--- config.mk ---
export PLATFORM = sky130hd
export DESIGN_NAME = terrain_false_color_mapper
export DESIGN_NICKNAME = d
export VERILOG_FILES = /design/src/rtl/tfc_pkg.sv /design/src/rtl/tfc_div.sv /design/src/rtl/terrain_false_color_mapper.sv
export SDC_FILE = /design/constraint.sdc
export NUM_CORES = 2
export LEC_CHECK = 0
export BUFFER_PORTS_ARGS = -buffer_cell sky130_fd_sc_hd__buf_2
export CAP_MARGIN = 20
export CORE_MARGIN = 1.5
export CORE_UTILIZATION = 60
export DETAILED_ROUTE_END_ITERATION = 6
export PLACE_DENSITY = 0.76
export REMOVE_ABC_BUFFERS = 1
export SYNTH_ARGS = -nofsm -noshare
export SYNTH_HDL_FRONTEND = slang
export SYNTH_SLANG_ARGS = --single-unit
--- constraint.sdc ---
create_clock -name clk -period 9.4 [get_ports clk]
set_input_delay 0.47 -clock clk [delete_from_list [all_inputs] [get_ports clk]]
set_output_delay 0.47 -clock clk [all_outputs]
set_load 0.02 [all_outputs]
--- src/rtl/tfc_pkg.sv ---
`default_nettype none

package tfc_pkg;

  typedef enum logic [1:0] {
    MODE_HEIGHT = 2'd0,
    MODE_OCEAN  = 2'd1,
    MODE_TEMP   = 2'd2,
    MODE_RAIN   = 2'd3
  } mode_t;

  // configuration register indexes
  localparam logic REG_MODE = 1'b0;
  localparam logic REG_SEA  = 1'b1;

  typedef enum logic [2:0] {
    BAND_BEACH    = 3'd0,
    BAND_LOWLAND  = 3'd1,
    BAND_HIGHLAND = 3'd2,
    BAND_MOUNTAIN = 3'd3,
    BAND_SNOW     = 3'd4,
    BAND_OCEAN    = 3'd5
  } band_t;

  typedef struct packed {
    logic [7:0] r;
    logic [7:0] g;
    logic [7:0] b;
  } rgb_t;

  // side data that rides along the divider pipeline
  typedef struct packed {
    band_t band;
    mode_t mode;
    rgb_t  color;
  } side_t;

  localparam rgb_t OCEAN_FLAG_SEA  = '{r: 8'd30,  g: 8'd90,  b: 8'd180};
  localparam rgb_t OCEAN_FLAG_LAND = '{r: 8'd120, g: 8'd170, b: 8'd80};
  localparam logic [7:0] TEMP_GREEN = 8'd30;

  function automatic rgb_t band_lo(band_t band);
    rgb_t c;
    case (band)
      BAND_BEACH:    c = '{r: 8'd205, g: 8'd185, b: 8'd120};
      BAND_LOWLAND:  c = '{r: 8'd100, g: 8'd178, b: 8'd62};
      BAND_HIGHLAND: c = '{r: 8'd148, g: 8'd132, b: 8'd84};
      BAND_MOUNTAIN: c = '{r: 8'd132, g: 8'd122, b: 8'd116};
      BAND_SNOW:     c = '{r: 8'd242, g: 8'd242, b: 8'd246};
      BAND_OCEAN:    c = '{r: 8'd40,  g: 8'd95,  b: 8'd195};
      default:       c = '{r: 8'd242, g: 8'd242, b: 8'd246};
    endcase
    return c;
  endfunction

  function automatic rgb_t band_hi(band_t band);
    rgb_t c;
    case (band)
      BAND_BEACH:    c = '{r: 8'd165, g: 8'd148, b: 8'd95};
      BAND_LOWLAND:  c = '{r: 8'd55,  g: 8'd120, b: 8'd30};
      BAND_HIGHLAND: c = '{r: 8'd95,  g: 8'd85,  b: 8'd50};
      BAND_MOUNTAIN: c = '{r: 8'd85,  g: 8'd78,  b: 8'd74};
      BAND_SNOW:     c = '{r: 8'd185, g: 8'd183, b: 8'd190};
      BAND_OCEAN:    c = '{r: 8'd10,  g: 8'd30,  b: 8'd90};
      default:       c = '{r: 8'd242, g: 8'd242, b: 8'd246};
    endcase
    return c;
  endfunction

endpackage

`default_nettype wire

--- src/rtl/tfc_div.sv ---
`default_nettype none

// pipelined restoring divider: q = floor(num * 2^W / den), requires num <= den
module tfc_div #(
  parameter int W = 16
) (
  input  wire logic             clk,
  input  wire logic             rst,
  input  wire logic             in_valid,
  input  wire logic [W-1:0]     in_num,
  input  wire logic [W:0]       in_den,
  input  wire tfc_pkg::side_t   in_side,
  output logic                  out_valid,
  output logic [W:0]            out_q,
  output tfc_pkg::side_t        out_side
);

  localparam int NST = W + 1;

  logic             vld  [1:NST];
  logic [W:0]       rem  [1:NST];
  logic [W:0]       den  [1:NST];
  logic [W:0]       quo  [1:NST];
  tfc_pkg::side_t   side [1:NST];

  for (genvar k = 0; k < NST; k++) begin : g_stage
    logic             v_in;
    logic [W:0]       r_in;
    logic [W:0]       d_in;
    logic [W:0]       q_in;
    tfc_pkg::side_t   s_in;
    logic [W+1:0]     shifted;
    logic [W+1:0]     diff;
    logic             ge;

    // the first stage works straight off the inputs
    if (k == 0) begin : g_head
      assign v_in = in_valid;
      assign r_in = {1'b0, in_num};
      assign d_in = in_den;
      assign q_in = '0;
      assign s_in = in_side;
    end else begin : g_body
      assign v_in = vld[k];
      assign r_in = rem[k];
      assign d_in = den[k];
      assign q_in = quo[k];
      assign s_in = side[k];
    end

    // first stage compares num itself (quotient msb), later ones shift in a zero
    assign shifted = (k == 0) ? {1'b0, r_in} : {r_in, 1'b0};
    assign diff    = shifted - {1'b0, d_in};
    assign ge      = (shifted >= {1'b0, d_in});

    always_ff @(posedge clk) begin
      if (rst) begin
        vld[k+1] <= 1'b0;
      end else begin
        vld[k+1] <= v_in;
      end
      rem[k+1]  <= ge ? diff[W:0] : shifted[W:0];
      den[k+1]  <= d_in;
      quo[k+1]  <= q_in | ((W+1)'(ge) << (W - k));
      side[k+1] <= s_in;
    end
  end

  assign out_valid = vld[NST];
  assign out_q     = quo[NST];
  assign out_side  = side[NST];

endmodule

`default_nettype wire

--- src/rtl/terrain_false_color_mapper.sv ---
`default_nettype none

// channel      direction  handshake          payload
// command in   in         start / busy       sample, is_ocean
// result out   out        done (one cycle)   red, green, blue
// config       in         cfg_we             cfg_index, cfg_data
//
// one sample enters per clock outside reset; each result transfer follows its
// start transfer through the input register, the divider stages (one per
// quotient bit), the mixing multipliers and the output register
// rst is synchronous and clears all valid bits and the configuration registers to
// their defaults; busy is high only while rst is high
// the pipeline never stalls and done cannot be held off by the receiver
module terrain_false_color_mapper #(
  parameter int SAMPLE_BITS = 16
) (
  input  wire logic        clk,
  input  wire logic        rst,
  input  wire logic        start,
  output logic             busy,
  input  wire logic [15:0] sample,
  input  wire logic        is_ocean,
  output logic             done,
  output logic [7:0]       red,
  output logic [7:0]       green,
  output logic [7:0]       blue,
  input  wire logic        cfg_we,
  input  wire logic        cfg_index,
  input  wire logic [15:0] cfg_data
);

  localparam int SB = SAMPLE_BITS;
  // product width of a signed color delta times a weight in [0, ONE]
  localparam int PW = SB + 11;
  localparam logic [SB:0] ONE = {1'b1, {SB{1'b0}}};

  // land band ends, rounded to the sample grid
  localparam logic [SB:0] BAND_END [5] = '{
    (SB+1)'((40 * (2 ** SB) + 50) / 100),
    (SB+1)'((58 * (2 ** SB) + 50) / 100),
    (SB+1)'((72 * (2 ** SB) + 50) / 100),
    (SB+1)'((87 * (2 ** SB) + 50) / 100),
    ONE
  };
  // lower end of each band; beach starts at sea level, filled in below
  localparam logic [SB:0] BAND_PREV [5] = '{
    '0,
    (SB+1)'((40 * (2 ** SB) + 50) / 100),
    (SB+1)'((58 * (2 ** SB) + 50) / 100),
    (SB+1)'((72 * (2 ** SB) + 50) / 100),
    (SB+1)'((87 * (2 ** SB) + 50) / 100)
  };
  localparam logic [SB-1:0] SEA_RESET = SB'((35 * (2 ** SB) + 50) / 100);

  // ---------------------------------------------------------------------
  // configuration registers
  // ---------------------------------------------------------------------
  tfc_pkg::mode_t  overlay_mode;
  logic [SB-1:0]   shore_level;

  always_ff @(posedge clk) begin
    if (rst) begin
      overlay_mode <= tfc_pkg::MODE_HEIGHT;
      shore_level  <= SEA_RESET;
    end else if (cfg_we) begin
      case (cfg_index)
        tfc_pkg::REG_MODE: overlay_mode <= tfc_pkg::mode_t'(cfg_data[1:0]);
        tfc_pkg::REG_SEA:  shore_level  <= SB'(cfg_data);
        default: ;
      endcase
    end
  end

  // ---------------------------------------------------------------------
  // stage 1: input register
  // ---------------------------------------------------------------------
  logic          accept;
  logic          v1;
  logic [SB-1:0] s1;
  logic          oc1;

  assign busy   = rst;
  assign accept = start & ~busy;

  always_ff @(posedge clk) begin
    if (rst) begin
      v1 <= 1'b0;
    end else begin
      v1 <= accept;
    end
    s1  <= SB'(sample);
    oc1 <= is_ocean;
  end

  // band search and divider operands, plus the colors of the other modes
  logic [SB:0]     s_ext;
  logic [SB:0]     sl_ext;
  logic [SB:0]     s_inv;
  logic [SB:0]     end_c;
  logic [SB:0]     prev_c;
  logic [SB:0]     width_c;
  logic [SB-1:0]   num_c;
  logic [SB:0]     den_c;
  tfc_pkg::band_t  band_c;
  tfc_pkg::rgb_t   col_c;
  tfc_pkg::side_t  side_c;
  logic [SB+9:0]   temp_r_p;
  logic [SB+9:0]   temp_b_p;
  logic [SB+9:0]   rain_r_p;
  logic [SB+9:0]   rain_g_p;
  logic [SB+9:0]   rain_b_p;
  logic [7:0]      temp_r;
  logic [7:0]      temp_b;

  always_comb begin
    s_ext  = {1'b0, s1};
    sl_ext = {1'b0, shore_level};
    s_inv  = ONE - s_ext;

    // first band whose end is at or above the sample; the lowest index wins
    band_c = tfc_pkg::BAND_SNOW;
    end_c  = BAND_END[4];
    prev_c = BAND_PREV[4];
    for (int i = 4; i >= 0; i--) begin
      if (s_ext <= BAND_END[i]) begin
        band_c = tfc_pkg::band_t'(3'(i));
        end_c  = BAND_END[i];
        prev_c = BAND_PREV[i];
      end
    end
    if (band_c == tfc_pkg::BAND_BEACH) begin
      prev_c = sl_ext;
    end
    width_c = end_c - prev_c;

    if (s_ext < sl_ext) begin
      // ocean gradient, weight is sample over sea level
      band_c = tfc_pkg::BAND_OCEAN;
      num_c  = s1;
      den_c  = sl_ext;
    end else if (end_c > prev_c) begin
      num_c = SB'(s_ext - prev_c);
      den_c = width_c;
    end else begin
      // empty band: zero over one gives a zero weight
      num_c = '0;
      den_c = (SB+1)'(1);
    end

    // temperature halves saturate at the midpoint
    temp_r_p = (SB+10)'(s_ext) * (SB+10)'(510);
    temp_b_p = (SB+10)'(s_inv) * (SB+10)'(510);
    temp_r   = s1[SB-1] ? 8'hFF : temp_r_p[SB+7:SB];
    temp_b   = (s_inv[SB] | s_inv[SB-1]) ? 8'hFF : temp_b_p[SB+7:SB];

    rain_r_p = (SB+10)'(s_inv) * (SB+10)'(20);
    rain_g_p = (SB+10)'(s_ext) * (SB+10)'(120);
    rain_b_p = (SB+10)'(s_ext) * (SB+10)'(155);

    case (overlay_mode)
      tfc_pkg::MODE_OCEAN: col_c = oc1 ? tfc_pkg::OCEAN_FLAG_SEA : tfc_pkg::OCEAN_FLAG_LAND;
      tfc_pkg::MODE_TEMP:  col_c = '{r: temp_r, g: tfc_pkg::TEMP_GREEN, b: temp_b};
      tfc_pkg::MODE_RAIN:  col_c = '{r: rain_r_p[SB+7:SB],
                                     g: 8'd80 + rain_g_p[SB+7:SB],
                                     b: 8'd100 + rain_b_p[SB+7:SB]};
      default:             col_c = '0;
    endcase

    side_c = '{band: band_c, mode: overlay_mode, color: col_c};
  end

  // ---------------------------------------------------------------------
  // divider: one quotient bit per stage gives the weight t
  // ---------------------------------------------------------------------
  logic            dv;
  logic [SB:0]     dq;
  tfc_pkg::side_t  dside;

  tfc_div #(
    .W (SB)
  ) u_div (
    .clk       (clk),
    .rst       (rst),
    .in_valid  (v1),
    .in_num    (num_c),
    .in_den    (den_c),
    .in_side   (side_c),
    .out_valid (dv),
    .out_q     (dq),
    .out_side  (dside)
  );

  // ---------------------------------------------------------------------
  // mixing multipliers: (hi - lo) * t per channel
  // ---------------------------------------------------------------------
  tfc_pkg::rgb_t         lo_c;
  tfc_pkg::rgb_t         hi_c;
  logic signed [8:0]     d_r, d_g, d_b;
  logic signed [PW-1:0]  t_ext;

  always_comb begin
    lo_c  = tfc_pkg::band_lo(dside.band);
    hi_c  = tfc_pkg::band_hi(dside.band);
    d_r   = $signed({1'b0, hi_c.r}) - $signed({1'b0, lo_c.r});
    d_g   = $signed({1'b0, hi_c.g}) - $signed({1'b0, lo_c.g});
    d_b   = $signed({1'b0, hi_c.b}) - $signed({1'b0, lo_c.b});
    t_ext = $signed(PW'(dq));
  end

  logic                  mv;
  logic signed [PW-1:0]  prod_r, prod_g, prod_b;
  tfc_pkg::rgb_t         m_lo;
  tfc_pkg::side_t        m_side;

  always_ff @(posedge clk) begin
    if (rst) begin
      mv <= 1'b0;
    end else begin
      mv <= dv;
    end
    prod_r <= PW'(d_r) * t_ext;
    prod_g <= PW'(d_g) * t_ext;
    prod_b <= PW'(d_b) * t_ext;
    m_lo   <= lo_c;
    m_side <= dside;
  end

  // ---------------------------------------------------------------------
  // output register: lo + floor(delta * t / ONE), or the flat mode color
  // ---------------------------------------------------------------------
  logic signed [PW-1:0]  sh_r, sh_g, sh_b;
  tfc_pkg::rgb_t         mix_c;
  tfc_pkg::rgb_t         res_c;

  always_comb begin
    sh_r    = prod_r >>> SB;
    sh_g    = prod_g >>> SB;
    sh_b    = prod_b >>> SB;
    mix_c.r = m_lo.r + sh_r[7:0];
    mix_c.g = m_lo.g + sh_g[7:0];
    mix_c.b = m_lo.b + sh_b[7:0];
    res_c   = (m_side.mode == tfc_pkg::MODE_HEIGHT) ? mix_c : m_side.color;
  end

  always_ff @(posedge clk) begin
    if (rst) begin
      done <= 1'b0;
    end else begin
      done <= mv;
    end
    red   <= res_c.r;
    green <= res_c.g;
    blue  <= res_c.b;
  end

endmodule

`default_nettype wire

==> flow_summary_export.csv <==
group,metric,value,unit
clock_network,cts_buffer_depth,3,
grt,use_met1,0.316,
synth,synth-main-ff-cell,"dfxtp_1",
clock_network,cts_setup_buffers,0,
synth,syn-cell-area,70100,µm²
grt,grt_start_max_net_pins,46,
grt,met3_usage,0.0381,
sta,fmax,115,MHz
sta,worst_pin_slew,1090,ps
sta,setup_viol,0,
critical_path,critPathTopFamily,"compound AO/OA/AOI/OAI gates",
critical_path,crit_arrival,9380,ps
sta,setup_ws,669,ps
grt,grt-busiest-layer,"met2",
placed_design,place.gp.congestion,0.956,
grt,antenna_found_initial,2,
critical_path,critPathRequiredTime,10050,ps
layout,layout_common_cells,"dfxtp_1 (1339), inv_1 (980), ha_1 (732)",
critical_path,critPathSlowestCell,"a211oi_1",
layout,syn_to_final_growth,10.5,%
critical_path,start_kind,"flop",
clock_network,cts.htree.levels,4,
placed_design,pre_cts_slack,758,ps
worst_hold_path,holdCritPathClass,"in -> reg",
sta,period_minus_slack,8730,ps
synth,synth_cells,6840,
layout,drive_above_1_share,0.0801,
grt,grt_pass1_wl,247000,µm
sta,setup_tns,0,ps
critical_path,path_class,"reg -> reg",
sta,period_share,0.929,
sta,final_max_slew_viol_count,0,
synth,ys_ff_latch,1340,
die,coreArea,116000,µm²
route,postRouteAntennaNets,0,
clock_network,cts_tree,"yes",
clock_network,cts_buffers,134,
synth,synth.distinct_cells,92,
die,die_w,345,µm
route,drt_pass1_iterations,6,
grt,grt.overflow.total,0,
synth,syn_area_per_cell,10.3,µm²
placed_design,post_dp_cell_area,72500,µm²
die,die_h,345,µm
layout,layout.nets,8316,
critical_path,cp_num_buf_inv,7,
layout,final_common_cell,"dfxtp_1",
route,route.detailed.drc,0,
synth,synthArstFlopShare,0,
layout,final_area,77500,µm²
die,ios,64,
clock_network,clock_latency,750,ps
critical_path,max_stage_delay,630,ps
grt,grt_use_total,0.259,
route,wire_per_inst,17.4,µm
critical_path,crit_path_max_fanout,17,
critical_path,end_kind,"flop",
clock_network,cts.sinks,1340,
clock_network,cts-root-buf,"clkbuf_16",
job,max_cap_viol_count,0,
route,vias,47100,
sta,max_slew_margin,0.268,
clock_network,path_clk_slew,60,ps
synth,yosys_warnings,0,
route,routed_via_density,5.45,
status,status,"finished clean",
die,die_area,119000,µm²
synth,synth_edf_count,0,
grt,grtUsageMet2,0.461,
die,start_util,0.604,
placed_design,hpwl,112000,µm
sta,skew,22.3,ps
sta,finalHoldViolations,0,
route,drt_first_iter_violations,2744,
die,num_rows,125,
sta,rsz0062_at_grt,"false",
critical_path,crit_top_cell,"fa_1",
grt,grt_pass1_vias,48800,
layout,n_fill_cell,8932,
route,wirelength,150000,µm
placed_design,portBuffers,63,
synth,synth-seq-area-share,0.383,
final timing paths:
kind                                 endpoint  slack, ps  cells past startpoint                       start
setup reg to reg           prod_r[23]$_DFF_P_        670                     35  u_div.side[0][521]$_DFF_P_
hold reg to reg     u_div.quo[0][232]$_DFF_P_        310                      0   u_div.quo[0][215]$_DFF_P_
hold / removal    shore_level[0]$_SDFFE_PP0P_         40                      3                 cfg_data[0]
setup / recovery           prod_r[23]$_DFF_P_        670                     35  u_div.side[0][521]$_DFF_P_
routing by layer:
metal / share of wire / wire, µm
met2: 0.50 / 75600
met1: 0.42 / 62400
met4: 0.035 / 5320
met3: 0.046 / 6930
met5: 0 / 0
flip-flops by register name, indices dropped and copies added (netlist names), 16 cells and up:
name / cells
m_lo: 21
m_side: 26
s1: 16
shore_level: 16
u_div.den: 272
u_div.quo: 153
u_div.rem: 272
u_div.side: 493
u_div.vld: 17
kinds of logic after synthesis:
family | synth area share
compound gates | 0.0955
xor+xnor | 0.0432
fa+ha+maj | 0.282
buf+inv | 0.0609
flops | 0.383
mux | 0.0209
simple gates | 0.115
worst min-delay path: cells and delay by family:
kind	cells	cell delay, ps
buf+inv	1	140
compound gates	1	50
simple gates	1	60
cell usage after synthesis (all sizes together) (42+ instances only):
master	number	area, µm²
and3	56	350
a21oi	352	1780
nor2b	91	569
clkbuf	132	495
o21a	57	428
inv	980	3680
mux2	111	1280
xor2	104	911
nand2b	102	638
nand4	51	319
ha	732	9160
nand3	86	430
a21o	102	766
o21ai	198	995
nor3	85	430
fa	531	10600
nor2	363	1360
xnor2	242	2120
and2	230	1440
or3	42	263
dfxtp	1340	26800
nand2	394	1480
cell type report:
| class | instances | area [µm²] | area share |
|---|---|---|---|
| multi-input cells | 4373 | 39100 | 0.504 |
| flip-flops and latches | 1340 | 26800 | 0.346 |
| inverters | 980 | 3680 | 0.0475 |
| clock buffers | 179 | 3740 | 0.0483 |
| diodes | 1 | 2.50 | 0.0000323 |
| repair buffers | 186 | 1350 | 0.0174 |
| clock inverters | 62 | 912 | 0.0118 |
| well taps | 1524 | 1910 | 0.0246 |
metrics by stage:
stage / instances / hold slack [ps] / utilization
6_report: 8645 / 44.1 / 0.668
5_1_grt: 8644 / 30.7 / 0.668
4_1_cts: 8640 / 0.388 / 0.667
3_5_place_dp: 8366 / 312 / 0.624
3_3_place_gp: 8365 / 309 / 0.624
2_1_floorplan: 6693 / 310 / -
repair_timing:
| item | in CTS | in global routing |
|---|---|---|
| resized for setup | 0 | 1 |
| hold buffers | 33 | 0 |
| endpoints found under the hold margin | 33 | 0 |
| endpoints found under the setup margin | 0 | 1 |
Power is left out: the tool's default activity adds up to more than one toggle a clock period on the data nets, which glitch-free logic cannot reach.
